`src/design/mouse_report_ring_refill_defines.svh`:
```
// ----------------------------------------------------------------------------
// Assertion macros for the mouse report ring refill block
// Immediate-consequence and next-cycle property wrappers, compiled out for
// synthesis.
// ----------------------------------------------------------------------------
`ifndef MOUSE_REPORT_RING_REFILL_DEFINES_SVH
`define MOUSE_REPORT_RING_REFILL_DEFINES_SVH

`ifndef SYNTH

// antecedent implies consequent in the same cycle
`define MRR_ASSERT_IMPL(label, clk, rst, ante, cons) \
   label: assert property (@(posedge clk) disable iff (rst) (ante) |-> (cons)) \
      else $error("assertion failed");

// antecedent implies consequent in the next cycle
`define MRR_ASSERT_NEXT(label, clk, rst, ante, cons) \
   label: assert property (@(posedge clk) disable iff (rst) (ante) |=> (cons)) \
      else $error("assertion failed");

`else

`define MRR_ASSERT_IMPL(label, clk, rst, ante, cons)
`define MRR_ASSERT_NEXT(label, clk, rst, ante, cons)

`endif

`endif

```
`src/design/mrr_pkg.sv`:
```
// ----------------------------------------------------------------------------
// mrr_pkg
// Types and constants shared by the mouse report ring refill modules.
// ----------------------------------------------------------------------------
package mrr_pkg;

   // commands on req_tuser
   localparam logic [1:0] CMD_EVENT = 2'd0;
   localparam logic [1:0] CMD_DELTA = 2'd1;
   localparam logic [1:0] CMD_PRIME = 2'd2;

   // result kinds on rsp_tuser
   localparam logic [1:0] KIND_TRB   = 2'd0;
   localparam logic [1:0] KIND_BELL  = 2'd1;
   localparam logic [1:0] KIND_DELTA = 2'd2;

   // configuration register indexes
   localparam logic [2:0] CSR_SLOT_ID     = 3'd0;
   localparam logic [2:0] CSR_ENDPOINT    = 3'd1;
   localparam logic [2:0] CSR_MAX_PACKET  = 3'd2;
   localparam logic [2:0] CSR_REPORT_ADDR = 3'd3;
   localparam logic [2:0] CSR_RING_BASE   = 3'd4;

   localparam logic [5:0] TRB_TYPE_XFER_EVENT = 6'd32;
   localparam logic [7:0] CC_SUCCESS          = 8'd1;

   // control word images without the cycle bit
   localparam logic [31:0] CTRL_NORMAL = 32'h0000_0420;  // type 1, IOC
   localparam logic [31:0] CTRL_LINK   = 32'h0000_1802;  // type 6, toggle cycle

   localparam int QUEUE_DEPTH = 4;

   localparam int REQ_DATA_W = 48;
   localparam int RSP_DATA_W = 176;

   typedef struct packed {
      logic [7:0]  slot_id;
      logic [3:0]  endpoint_number;
      logic [10:0] max_packet_size;
      logic [63:0] report_buffer_addr;
      logic [63:0] ring_base;
   } mrr_cfg_type;

   // one unit of work handed from the front to the back
   typedef struct packed {
      logic        is_delta;
      logic [5:0]  trb_index;
      logic [5:0]  link_index;
      logic        has_link;
      logic        cycle;
      logic [7:0]  delta_x;
      logic [7:0]  delta_y;
      logic [2:0]  buttons;
      logic [15:0] pos_x;
      logic [15:0] pos_y;
   } mrr_job_type;

endpackage

```
`src/design/mrr_front.sv`:
```
// ----------------------------------------------------------------------------
// mrr_front
// Accepts request beats, filters transfer events, updates ring and mouse
// state and posts one job per accepted rearm or delta read.
// ----------------------------------------------------------------------------
module mrr_front
   import mrr_pkg::*;
#(
   parameter int RING_ENTRIES = 64
) (
   input  logic                  clock,
   input  logic                  reset,
   input  logic [7:0]            cfg_slot_id,
   input  logic                  req_tvalid,
   output logic                  req_tready,
   input  logic [1:0]            req_tuser,
   input  logic [REQ_DATA_W-1:0] req_tdata,
   output logic                  job_push,
   output mrr_job_type           job,
   input  logic                  job_ready
);

   localparam int IDX_W = $clog2(RING_ENTRIES);
   localparam logic [IDX_W-1:0] LINK_AT = IDX_W'(RING_ENTRIES - 2);

   logic [IDX_W-1:0] enq_idx_ff, enq_idx_in;
   logic             cycle_ff, cycle_in;
   logic [15:0]      pos_x_ff, pos_x_in, pos_y_ff, pos_y_in;
   logic [7:0]       held_dx_ff, held_dx_in, held_dy_ff, held_dy_in;
   logic [2:0]       held_btn_ff, held_btn_in;

   logic [5:0] event_type;
   logic [7:0] completion_code, event_slot, button_byte, dx, dy;
   logic       report_present;
   logic       accept, event_ok, do_rearm, do_delta, has_link;
   logic [IDX_W:0] idx_plus;

   assign event_type      = req_tdata[5:0];
   assign completion_code = req_tdata[13:6];
   assign event_slot      = req_tdata[21:14];
   assign report_present  = req_tdata[22];
   assign button_byte     = req_tdata[30:23];
   assign dx              = req_tdata[38:31];
   assign dy              = req_tdata[46:39];

   assign req_tready = job_ready;
   assign accept     = req_tvalid && req_tready;

   assign event_ok = (req_tuser == CMD_EVENT) && (event_type == TRB_TYPE_XFER_EVENT) &&
                     (completion_code == CC_SUCCESS) && (event_slot == cfg_slot_id);
   assign do_rearm = accept && (event_ok || (req_tuser == CMD_PRIME));
   assign do_delta = accept && (req_tuser == CMD_DELTA);
   assign job_push = do_rearm || do_delta;

   assign idx_plus = {1'b0, enq_idx_ff} + 1'b1;
   assign has_link = (enq_idx_ff >= LINK_AT);

   always_comb begin
      job.is_delta   = do_delta;
      job.trb_index  = 6'(enq_idx_ff);
      job.link_index = 6'(idx_plus);
      job.has_link   = has_link;
      job.cycle      = cycle_ff;
      job.delta_x    = held_dx_ff;
      job.delta_y    = held_dy_ff;
      job.buttons    = held_btn_ff;
      job.pos_x      = pos_x_ff;
      job.pos_y      = pos_y_ff;
   end

   always_comb begin
      enq_idx_in  = enq_idx_ff;
      cycle_in    = cycle_ff;
      pos_x_in    = pos_x_ff;
      pos_y_in    = pos_y_ff;
      held_dx_in  = held_dx_ff;
      held_dy_in  = held_dy_ff;
      held_btn_in = held_btn_ff;
      if (do_rearm) begin
         if (has_link) begin
            enq_idx_in = '0;
            cycle_in   = !cycle_ff;
         end else begin
            enq_idx_in = idx_plus[IDX_W-1:0];
         end
      end
      // latch report and accumulate with 16-bit wrap
      if (do_rearm && event_ok && report_present) begin
         held_btn_in = button_byte[2:0];
         held_dx_in  = dx;
         held_dy_in  = dy;
         pos_x_in    = pos_x_ff + {{8{dx[7]}}, dx};
         pos_y_in    = pos_y_ff + {{8{dy[7]}}, dy};
      end
      if (do_delta) begin
         held_btn_in = '0;
         held_dx_in  = '0;
         held_dy_in  = '0;
      end
   end

   always_ff @(posedge clock) begin
      if (reset) begin
         enq_idx_ff  <= '0;
         cycle_ff    <= 1'b1;
         pos_x_ff    <= '0;
         pos_y_ff    <= '0;
         held_dx_ff  <= '0;
         held_dy_ff  <= '0;
         held_btn_ff <= '0;
      end else begin
         enq_idx_ff  <= enq_idx_in;
         cycle_ff    <= cycle_in;
         pos_x_ff    <= pos_x_in;
         pos_y_ff    <= pos_y_in;
         held_dx_ff  <= held_dx_in;
         held_dy_ff  <= held_dy_in;
         held_btn_ff <= held_btn_in;
      end
   end

endmodule

```
`src/design/mrr_queue.sv`:
```
// ----------------------------------------------------------------------------
// mrr_queue
// Small job FIFO between the front and the back.
// ----------------------------------------------------------------------------
module mrr_queue
   import mrr_pkg::*;
(
   input  logic        clock,
   input  logic        reset,
   input  logic        push,
   input  mrr_job_type push_job,
   output logic        push_ready,
   input  logic        pop,
   output mrr_job_type pop_job,
   output logic        pop_valid
);

   localparam int PTR_W = $clog2(QUEUE_DEPTH);

   mrr_job_type        slots_ff [QUEUE_DEPTH];
   logic [PTR_W-1:0]   wr_ptr_ff, wr_ptr_in, rd_ptr_ff, rd_ptr_in;
   logic [PTR_W:0]     count_ff, count_in;
   logic               do_push, do_pop;

   assign push_ready = (count_ff != (PTR_W+1)'(QUEUE_DEPTH));
   assign pop_valid  = (count_ff != '0);
   assign pop_job    = slots_ff[rd_ptr_ff];

   assign do_push = push && push_ready;
   assign do_pop  = pop && pop_valid;

   always_comb begin
      wr_ptr_in = do_push ? wr_ptr_ff + 1'b1 : wr_ptr_ff;
      rd_ptr_in = do_pop ? rd_ptr_ff + 1'b1 : rd_ptr_ff;
      count_in  = count_ff;
      if (do_push && !do_pop) begin
         count_in = count_ff + 1'b1;
      end else if (do_pop && !do_push) begin
         count_in = count_ff - 1'b1;
      end
   end

   always_ff @(posedge clock) begin
      if (reset) begin
         wr_ptr_ff <= '0;
         rd_ptr_ff <= '0;
         count_ff  <= '0;
      end else begin
         wr_ptr_ff <= wr_ptr_in;
         rd_ptr_ff <= rd_ptr_in;
         count_ff  <= count_in;
      end
   end

   always_ff @(posedge clock) begin
      if (do_push) begin
         slots_ff[wr_ptr_ff] <= push_job;
      end
   end

endmodule

```
`src/design/mrr_back.sv`:
```
// ----------------------------------------------------------------------------
// mrr_back
// Expands each job into its response beats (normal TRB, optional link TRB,
// doorbell, or a single delta answer) behind a registered output stage.
// ----------------------------------------------------------------------------
module mrr_back
   import mrr_pkg::*;
(
   input  logic                  clock,
   input  logic                  reset,
   input  mrr_cfg_type           cfg,
   input  logic                  job_valid,
   input  mrr_job_type           job,
   output logic                  job_pop,
   output logic                  rsp_tvalid,
   input  logic                  rsp_tready,
   output logic [1:0]            rsp_tuser,
   output logic                  rsp_tlast,
   output logic [RSP_DATA_W-1:0] rsp_tdata
);

   localparam logic [1:0] PH_FIRST = 2'd0;
   localparam logic [1:0] PH_LINK  = 2'd1;
   localparam logic [1:0] PH_BELL  = 2'd2;

   mrr_job_type           cur_ff, cur_in;
   logic                  cur_valid_ff, cur_valid_in;
   logic [1:0]            phase_ff, phase_in;
   logic                  rsp_valid_ff, rsp_valid_in;
   logic [1:0]            rsp_kind_ff, rsp_kind_in;
   logic                  rsp_last_ff, rsp_last_in;
   logic [RSP_DATA_W-1:0] rsp_data_ff, rsp_data_in;

   logic        load_ok, emit, final_beat, take;
   logic [5:0]  b_index;
   logic [63:0] b_param;
   logic [10:0] b_status;
   logic [31:0] b_control;
   logic [4:0]  b_bell;
   logic [7:0]  b_dx, b_dy;
   logic [2:0]  b_btn;
   logic [15:0] b_px, b_py;

   assign load_ok    = !rsp_valid_ff || rsp_tready;
   assign emit       = cur_valid_ff && load_ok;
   assign final_beat = cur_ff.is_delta || (phase_ff == PH_BELL);
   assign take       = job_valid && (!cur_valid_ff || (emit && final_beat));
   assign job_pop    = take;

   // build the beat for the current phase; unused fields stay zero
   always_comb begin
      rsp_kind_in = KIND_TRB;
      rsp_last_in = 1'b0;
      b_index     = '0;
      b_param     = '0;
      b_status    = '0;
      b_control   = '0;
      b_bell      = '0;
      b_dx        = '0;
      b_dy        = '0;
      b_btn       = '0;
      b_px        = '0;
      b_py        = '0;
      if (cur_ff.is_delta) begin
         rsp_kind_in = KIND_DELTA;
         rsp_last_in = 1'b1;
         b_dx        = cur_ff.delta_x;
         b_dy        = cur_ff.delta_y;
         b_btn       = cur_ff.buttons;
         b_px        = cur_ff.pos_x;
         b_py        = cur_ff.pos_y;
      end else begin
         case (phase_ff)
            PH_FIRST: begin
               b_index   = cur_ff.trb_index;
               b_param   = cfg.report_buffer_addr;
               b_status  = cfg.max_packet_size;
               b_control = CTRL_NORMAL | {31'd0, cur_ff.cycle};
            end
            PH_LINK: begin
               b_index   = cur_ff.link_index;
               b_param   = cfg.ring_base;
               b_control = CTRL_LINK | {31'd0, cur_ff.cycle};
            end
            default: begin
               rsp_kind_in = KIND_BELL;
               rsp_last_in = 1'b1;
               b_bell      = {cfg.endpoint_number, 1'b1};
            end
         endcase
      end
      rsp_data_in = {7'd0, b_py, b_px, b_btn, b_dy, b_dx, b_bell,
                     b_control, b_status, b_param, b_index};
   end

   always_comb begin
      cur_in       = cur_ff;
      cur_valid_in = cur_valid_ff;
      phase_in     = phase_ff;
      if (emit) begin
         case (phase_ff)
            PH_FIRST: phase_in = cur_ff.has_link ? PH_LINK : PH_BELL;
            PH_LINK:  phase_in = PH_BELL;
            default:  phase_in = PH_FIRST;
         endcase
         if (final_beat) begin
            cur_valid_in = 1'b0;
         end
      end
      if (take) begin
         cur_in       = job;
         cur_valid_in = 1'b1;
         phase_in     = PH_FIRST;
      end
      rsp_valid_in = emit ? 1'b1 : (rsp_tready ? 1'b0 : rsp_valid_ff);
   end

   always_ff @(posedge clock) begin
      if (reset) begin
         cur_valid_ff <= 1'b0;
         phase_ff     <= PH_FIRST;
         rsp_valid_ff <= 1'b0;
      end else begin
         cur_valid_ff <= cur_valid_in;
         phase_ff     <= phase_in;
         rsp_valid_ff <= rsp_valid_in;
      end
   end

   // payload: hold until the next beat is emitted
   always_ff @(posedge clock) begin
      cur_ff <= cur_in;
      if (emit) begin
         rsp_kind_ff <= rsp_kind_in;
         rsp_last_ff <= rsp_last_in;
         rsp_data_ff <= rsp_data_in;
      end
   end

   assign rsp_tvalid = rsp_valid_ff;
   assign rsp_tuser  = rsp_kind_ff;
   assign rsp_tlast  = rsp_last_ff;
   assign rsp_tdata  = rsp_data_ff;

endmodule

```
`src/design/mouse_report_ring_refill.sv`:
```
// ----------------------------------------------------------------------------
// mouse_report_ring_refill
// Transfer-ring producer for a boot-protocol HID mouse.
// ----------------------------------------------------------------------------
// The request side takes one beat per cycle while the four-entry job queue
// has room; filtered-out events and unknown commands are taken and dropped.
// A successful transfer event or a prime request yields a normal TRB write,
// a link TRB write when the ring wraps, then a doorbell write: two or three
// response beats. A delta read yields one beat. The sustained rate is set
// by the response stage, which sends one beat per cycle while rsp_tready is
// high. Mouse state and the enqueue index are updated at request acceptance,
// so a delta read reflects every event accepted before it.
module mouse_report_ring_refill
   import mrr_pkg::*;
#(
   parameter int RING_ENTRIES = 64
) (
   input  logic                  clock,
   input  logic                  reset,
   // configuration write port
   input  logic                  csr_wen,
   input  logic [2:0]            csr_addr,
   input  logic [63:0]           csr_wdata,
   // requests
   input  logic                  req_tvalid,
   output logic                  req_tready,
   input  logic [1:0]            req_tuser,   // command
   // event_type[5:0], completion_code[13:6], event_slot[21:14],
   // report_present[22], report_button_byte[30:23], report_dx[38:31],
   // report_dy[46:39], zero[47]
   input  logic [REQ_DATA_W-1:0] req_tdata,
   // responses
   output logic                  rsp_tvalid,
   input  logic                  rsp_tready,
   output logic [1:0]            rsp_tuser,   // result_kind
   output logic                  rsp_tlast,
   // trb_index[5:0], trb_parameter[69:6], trb_status[80:70],
   // trb_control[112:81], doorbell_value[117:113], delta_x[125:118],
   // delta_y[133:126], button_bits[136:134], position_x[152:137],
   // position_y[168:153], zero[175:169]
   output logic [RSP_DATA_W-1:0] rsp_tdata
);

`include "mouse_report_ring_refill_defines.svh"

   mrr_cfg_type cfg_ff, cfg_in;
   mrr_job_type push_job, pop_job;
   logic        job_push, job_ready, job_pop, job_valid;

   always_comb begin
      cfg_in = cfg_ff;
      if (csr_wen) begin
         case (csr_addr)
            CSR_SLOT_ID:     cfg_in.slot_id            = csr_wdata[7:0];
            CSR_ENDPOINT:    cfg_in.endpoint_number    = csr_wdata[3:0];
            CSR_MAX_PACKET:  cfg_in.max_packet_size    = csr_wdata[10:0];
            CSR_REPORT_ADDR: cfg_in.report_buffer_addr = csr_wdata;
            CSR_RING_BASE:   cfg_in.ring_base          = csr_wdata;
            default:         cfg_in = cfg_ff;
         endcase
      end
   end

   always_ff @(posedge clock) begin
      if (reset) begin
         cfg_ff.slot_id            <= 8'd1;
         cfg_ff.endpoint_number    <= 4'd1;
         cfg_ff.max_packet_size    <= 11'd8;
         cfg_ff.report_buffer_addr <= '0;
         cfg_ff.ring_base          <= '0;
      end else begin
         cfg_ff <= cfg_in;
      end
   end

   mrr_front #(
      .RING_ENTRIES (RING_ENTRIES)
   ) u_front (
      .clock       (clock),
      .reset       (reset),
      .cfg_slot_id (cfg_ff.slot_id),
      .req_tvalid  (req_tvalid),
      .req_tready  (req_tready),
      .req_tuser   (req_tuser),
      .req_tdata   (req_tdata),
      .job_push    (job_push),
      .job         (push_job),
      .job_ready   (job_ready)
   );

   mrr_queue u_queue (
      .clock      (clock),
      .reset      (reset),
      .push       (job_push),
      .push_job   (push_job),
      .push_ready (job_ready),
      .pop        (job_pop),
      .pop_job    (pop_job),
      .pop_valid  (job_valid)
   );

   mrr_back u_back (
      .clock      (clock),
      .reset      (reset),
      .cfg        (cfg_ff),
      .job_valid  (job_valid),
      .job        (pop_job),
      .job_pop    (job_pop),
      .rsp_tvalid (rsp_tvalid),
      .rsp_tready (rsp_tready),
      .rsp_tuser  (rsp_tuser),
      .rsp_tlast  (rsp_tlast),
      .rsp_tdata  (rsp_tdata)
   );

   `MRR_ASSERT_IMPL(a_trb_not_last, clock, reset,
      rsp_tvalid && (rsp_tuser == KIND_TRB), !rsp_tlast)
   `MRR_ASSERT_IMPL(a_bell_last, clock, reset,
      rsp_tvalid && (rsp_tuser == KIND_BELL), rsp_tlast)
   `MRR_ASSERT_IMPL(a_push_has_room, clock, reset, job_push, job_ready)
   `MRR_ASSERT_NEXT(a_trb_followed, clock, reset,
      rsp_tvalid && rsp_tready && (rsp_tuser == KIND_TRB), rsp_tvalid)

endmodule

```
`config.mk`:
```
export PLATFORM = sky130hd
export DESIGN_NAME = mouse_report_ring_refill
export DESIGN_NICKNAME = d
export VERILOG_FILES = /design/src/design/mrr_pkg.sv /design/src/design/mrr_front.sv /design/src/design/mrr_queue.sv /design/src/design/mrr_back.sv /design/src/design/mouse_report_ring_refill.sv
export VERILOG_INCLUDE_DIRS = /design/src /design/src/design
export SDC_FILE = /design/constraint.sdc
export NUM_CORES = 1
export LEC_CHECK = 0
export BUFFER_PORTS_ARGS = -buffer_cell sky130_fd_sc_hd__clkbuf_2
export CORE_ASPECT_RATIO = 1.75
export CORE_UTILIZATION = 50
export CTS_BUF_LIST = sky130_fd_sc_hd__clkbuf_16
export CTS_CLUSTER_SIZE = 10
export DETAILED_ROUTE_END_ITERATION = 8
export GPL_ROUTABILITY_DRIVEN = 0
export HOLD_SLACK_MARGIN = 0.06
export PLACE_DENSITY_LB_ADDON = 0.08
export SLEW_MARGIN = 40
export SYNTH_ARGS = -nofsm -noshare
export SYNTH_HDL_FRONTEND = slang
export SYNTH_SLANG_ARGS = --single-unit
```
`constraint.sdc`:
```
create_clock -name clock -period 8.92 [get_ports clock]
set_clock_uncertainty 0.2 [all_clocks]
set_input_delay 1.784 -clock clock [delete_from_list [all_inputs] [get_ports clock]]
set_output_delay 1.784 -clock clock [all_outputs]
set_load 0.05 [all_outputs]
```
==> metrics, run 1 <==
Critical Path Start Type primary input; Worst Hold Class flip-flop to flip-flop; initial drt markers 970; Die X 178 um; Max VDD drop 0.000182 V; area of the multi-input gates 0.00788 mm^2; worst slew pin tran 0.862 ns; Pwr Density 292 mW/mm^2; post-cts hold buffer count 0; Leak 11.4 nW; share of cells above drive strength 1 0.193; antenna violations before repair 6; Worst path slowest cell nor4_2; final setup fails 0; Worst Path Required 8.95 ns; overall power 9.12 mW; synthesized cell area 0.0271 mm^2; Hold WS 0.249 ns; number of routed nets with antenna violations 0; Placed Instance Area 0.0289 mm^2; first-pass GRT wire length 92.9 mm; core area 0.0534 mm^2; final hold violation count 0; Avg WL per Cell 20.1 um; type of the worst setup path primary input to flip-flop; Fmax 188 MHz; area grow syn2layout 15.2%; Max Fanout on Critical Path 35; Post-Route WL 61.2 mm; Seq cells post-synth 692; prevailing post-synth register cell edfxtp_1; Layout Cells excl Fill 3,050; DRC Markers 0; clk sinks 692; clock transition at the registers of the reported paths 0.05 ns; most crowded layer after global routing met2; Clock Tree Buf Depth 3; Worst Path Buf+Inv 2; sequential share of the synthesized area 0.686; drt via density 5.46; Comb pwr share 0.226; distinct cell type count after synthesis 60; Layout Nets 2,464; H-tree depth 3; mean post-synth cell area 13.2 um^2; CP endpoint kind flip-flop; Starting Density 0.507; fin crit period 5.31 ns; FP Rows 112; Via Count 16,641; TritonCTS clock tree yes; commonest non-fill, non-tap cells in the layout edfxtp_1, nand2_1, clkbuf_2; met2 usage 0.405; Sw Ratio 0.322; R2R Setup Slk 5.39 ns; number of port buffers 263; first-pass detailed-route iteration total 5; Final period util 0.596; Clk network pwr share 0.310; clk_lat worst skew 0.60 ns; most common cell after layout, fill and taps aside edfxtp_1; Final TNS setup 0 ns; Seq. cell area 0.0186 mm^2; Final HPWL DP 37.9 mm; Int Power 6.19 mW; Die Y 310 um; Yosys warnings 0; M3 GR Usage 0.0464; Synth Instances 2,048; final instance area 0.0312 mm^2; CP top delay family simple AND/OR/NAND/NOR gates; largest net degree at the start of global routing 108; Slew Viols, Final 0; number of synthesized flops with an enable pin 472; slowest cell delay on critical path 0.74 ns; Die ar. 0.0551 mm^2; Worst EP arrival 5.34 ns; crit-path cells clkbuf_2, nor4_2, nand4_1, nor3_1, o31a_1, and2_4, buf_4; CTS Root Buffer Type clkbuf_16; GRT Util Overall 0.222; CTS-repair resized insts 0; CTS buffer count 79; placed cells 2,905; GRT Residual Overflow 0; max-cap violations 0; Switching Power 2.93 mW; number of I/O pins 303; status finished, final reports clean; vias in the first global route 16,890; unrepaired setup endpoints after global routing false; met1 usage in global routing 0.251; Post-synth ARST share 0; Flop pwr share 0.464; Rel. slew slack 0.425; # Post-CTS Setup Buffers 0; Fillers 4,362
cell type report:
class / count / share of cell area
Sequential cell: 692 / 0.595
Clock inverter: 63 / 0.00862
Multi-Input combinational cell: 1223 / 0.252
Inverter: 22 / 0.00281
Timing Repair Buffer: 284 / 0.0490
Antenna cell: 2 / 0.000160
Tap cell: 684 / 0.0274
Clock buffer: 80 / 0.0641
state kept, by name, indices dropped and copies added (netlist names), 2 cells and up:
register and count:
u_front.pos_x_ff 16, cfg_ff 151, u_queue.wr_ptr_ff 2, u_queue.count_ff 3, u_queue.slots_ff 264, u_front.held_dy_ff 8
u_front.enq_idx_ff 6, u_queue.rd_ptr_ff 2, u_front.held_dx_ff 8, u_back.cur_ff 66, u_back.rsp_tuser 2, u_back.rsp_tdata 139
u_back.phase_ff 2, u_front.held_btn_ff 3, u_front.pos_y_ff 16
metal layers:
metal,vias to the layer above,share of wire
met3,118,0.063
met2,471,0.52
li1,7824,-
met5,-,0.0011
met1,8218,0.38
met4,10,0.029
kinds of logic after synthesis:
family                     Yosys count  synth area share
DFF                                692             0.686
and+or+nand+nor                    690             0.112
AOI/OAI and AO/OA                  286            0.0593
buffers and inverters              165            0.0293
muxes                              146            0.0844
adders and majority gates           40            0.0193
xor gates and xnor gates            28           0.00905
other                                1          0.000138
stage by stage:
stage	setup slack [ns]	utilization
global placement	2.72	0.541
CTS	3.63	0.584
floorplan	1.92	-
finish	3.61	0.585
global route	3.47	0.585
detailed placement	2.98	0.542
worst reg2reg max path, cell delays in order, from the launching register on:
cell and delay, ns:
dfxtp_1 0.32, xnor2_1 0.17, nand4_1 0.26, nor3_1 0.57, o31a_1 0.43, and2_4 0.59, buf_4 0.60
cells in the mapped netlist (4+ instances only):
library cell  number  area [um^2]
nand2_1          382         1430
nand3b_1           4         30.0
inv_1             22         82.6
buf_4             37          278
or2_2              4         25.0
nor3b_1            4         30.0
a211oi_1           9         67.6
o21ai_0           25          125
nor3_1            23          115
nand3_1           22          110
o21a_1            11         82.6
dfxtp_1          220         4400
buf_1             15         56.3
xor2_1             6         52.6
nand2b_1           4         25.0
a31oi_1            7         43.8
xnor2_1           22          193
or3_1              7         43.8
nor2b_1            8         50.1
nor4_1             6         37.5
o211ai_1           7         52.6
nand4_1            8         50.1
mux2i_1           80          801
clkbuf_1          77          289
mux4_2            66         1490
and2_1            76          475
nor2_1           120          450
a21oi_1          199          996
and3_1            10         62.6
edfxtp_1         472        14200
ha_1              37          463
buf_2             11         55.1
power by group through the flow:
stage	Clock, mW	Combinational (mW)	Sequential [mW]
6_report	2.83	2.06	4.23
4_1_cts	2.91	2.10	4.24
2_1_floorplan	0	0.880	4.96
3_3_place_gp	0	2.07	4.29
3_5_place_dp	0	2.09	4.31
5_1_grt	3.02	2.20	4.28
path summary, 6_finish.rpt:
kind,cells after the start,start,endpoint
max,7,req_tuser[1],u_queue.slots_ff[0][12]
min,2,cfg_ff[129],cfg_ff[129]
max reg2reg,6,cfg_ff[148],u_queue.slots_ff[0][12]
min reg2reg,2,cfg_ff[129],cfg_ff[129]
No activity file was read; power rests on OpenSTA's default activity.
==> run 2: changes to the inputs <==
==> constraint.sdc (replaced) <==
create_clock -name clock -period 5.55 [get_ports clock]
set_clock_uncertainty 0.2 [all_clocks]
set_input_delay 1.11 -clock clock [delete_from_list [all_inputs] [get_ports clock]]
set_output_delay 1.11 -clock clock [all_outputs]
set_load 0.05 [all_outputs]
==> run 2 against run 1 <==
Effect of this change:
- sequential power up 61%
- design area up 0.16%
- critical endpoint is now u_queue.count_ff[2]
- sequential cell count unchanged
- wire length down 0.40%
- via count about the same
- setup slack worse by 2.0 ns
- clock power up 60%
- sequential share of layout area down 0.085 points
- largest power group unchanged
==> metrics, run 2 (synthesized netlist as in run 1, its figures left out) <==
overall power 14.7 mW; final setup fails 0; Slew Viols, Final 0; most common cell after layout, fill and taps aside edfxtp_1; Max Fanout on Critical Path 7; Hold WS 0.250 ns; setup slack after layout 1.64 ns; Pwr Density 469 mW/mm^2; number of I/O pins 303; share of cells above drive strength 1 0.195; Via Count 16,629; Worst Path Required 5.87 ns; M3 GR Usage 0.0456; fin crit period 3.91 ns; number of port buffers 263; Die Y 310 um; Max VDD drop 0.000302 V; Final HPWL DP 37.6 mm; Largest Register u_queue.slots_ff; Worst EP arrival 4.23 ns; # Post-CTS Setup Buffers 0; Critical Path Start Type primary input; Die X 178 um; most crowded layer after global routing met2; met2 usage 0.404; number of routed nets with antenna violations 0; CTS buffer count 79; worst slew pin tran 0.827 ns; Rel. slew slack 0.448; clk sinks 692; largest net degree at the start of global routing 92; Setup Slack @ Placement 1.05 ns; drt via density 5.46; antenna violations before repair 10; Die ar. 0.0551 mm^2; first-pass GRT wire length 92.8 mm; clock transition at the registers of the reported paths 0.05 ns; Final period util 0.704; Leak 11.4 nW; CP endpoint kind flip-flop; area grow syn2layout 15.4%; TritonCTS clock tree yes; type of the worst setup path primary input to flip-flop; vias in the first global route 16,859; CTS Root Buffer Type clkbuf_16; Starting Density 0.507; commonest non-fill, non-tap cells in the layout edfxtp_1, nand2_1, clkbuf_2; max-cap violations 0; Clock Tree Buf Depth 3; initial drt markers 983; unrepaired setup endpoints after global routing false; core area 0.0534 mm^2; Post-Route WL 60.9 mm; H-tree depth 3; Avg WL per Cell 20.0 um; clk_lat worst skew 0.60 ns; Worst Hold Class flip-flop to flip-flop; first-pass detailed-route iteration total 5; Fillers 4,303; Layout Nets 2,467; Final TNS setup 0 ns; post-cts hold buffer count 0; final hold violation count 0; Largest register FFs 264; FP Rows 112; status finished, final reports clean; DRC Markers 0; Fmax 256 MHz; met1 usage in global routing 0.248; CTS-repair resized insts 0; GRT Util Overall 0.223; GRT Residual Overflow 0
## run 2: report_power, final
group / leakage, nW / total, mW / internal, mW / switching (mW)
Clock: 1.29 / 4.54 / 2.61 / 1.93
Sequential: 6.49 / 6.80 / 6.51 / 0.289
Combinational: 3.61 / 3.33 / 0.852 / 2.48
## run 2: per-layer routing
layer | wire length, um | share of wire
met5 | 86 | 0.0014
met1 | 23100 | 0.38
met2 | 32000 | 0.53
met4 | 2150 | 0.035
met3 | 3560 | 0.058
## run 2: path summary, 6_finish.rpt
kind / startpoint / end / slack (ns) / depth (start not counted)
max: req_tuser[1] / u_queue.count_ff[2] / 1.64 / 12
min: cfg_ff[133] / cfg_ff[133] / 0.25 / 2
max reg2reg: cfg_ff[150] / u_queue.count_ff[2] / 2.28 / 10
min reg2reg: cfg_ff[133] / cfg_ff[133] / 0.25 / 2
## run 2: final cells by class
type	count	area [um^2]	share of cell area
Sequential cell	692	18600	0.595
Multi-Input combinational cell	1223	7880	0.252
Clock buffer	81	2030	0.0648
Timing Repair Buffer	287	1570	0.0503
Tap cell	684	856	0.0274
Clock inverter	55	241	0.00772
Inverter	22	90.1	0.00288
Antenna cell	4	10.0	0.000320
## run 2: worst max-delay path, cell delays in order
cell and delay [ns]:
clkbuf_2 0.10, nor4_2 0.30, buf_4 0.21, nand4_1 0.25, nor3_1 0.58, o31a_1 0.39
ha_1 0.24, inv_1 0.06, fa_1 0.37, xor2_1 0.17, or3_1 0.30, a21oi_1 0.13
## run 2: through the flow
step / std cells / area [um^2] / utilization
4_1_cts: 3044 / 31300 / 0.585
5_1_grt: 3048 / 31300 / 0.586
3_3_place_gp: 2907 / 28900 / 0.542
3_5_place_dp: 2908 / 29000 / 0.543
2_1_floorplan: 2080 / 27200 / -
6_report: 3048 / 31300 / 0.586
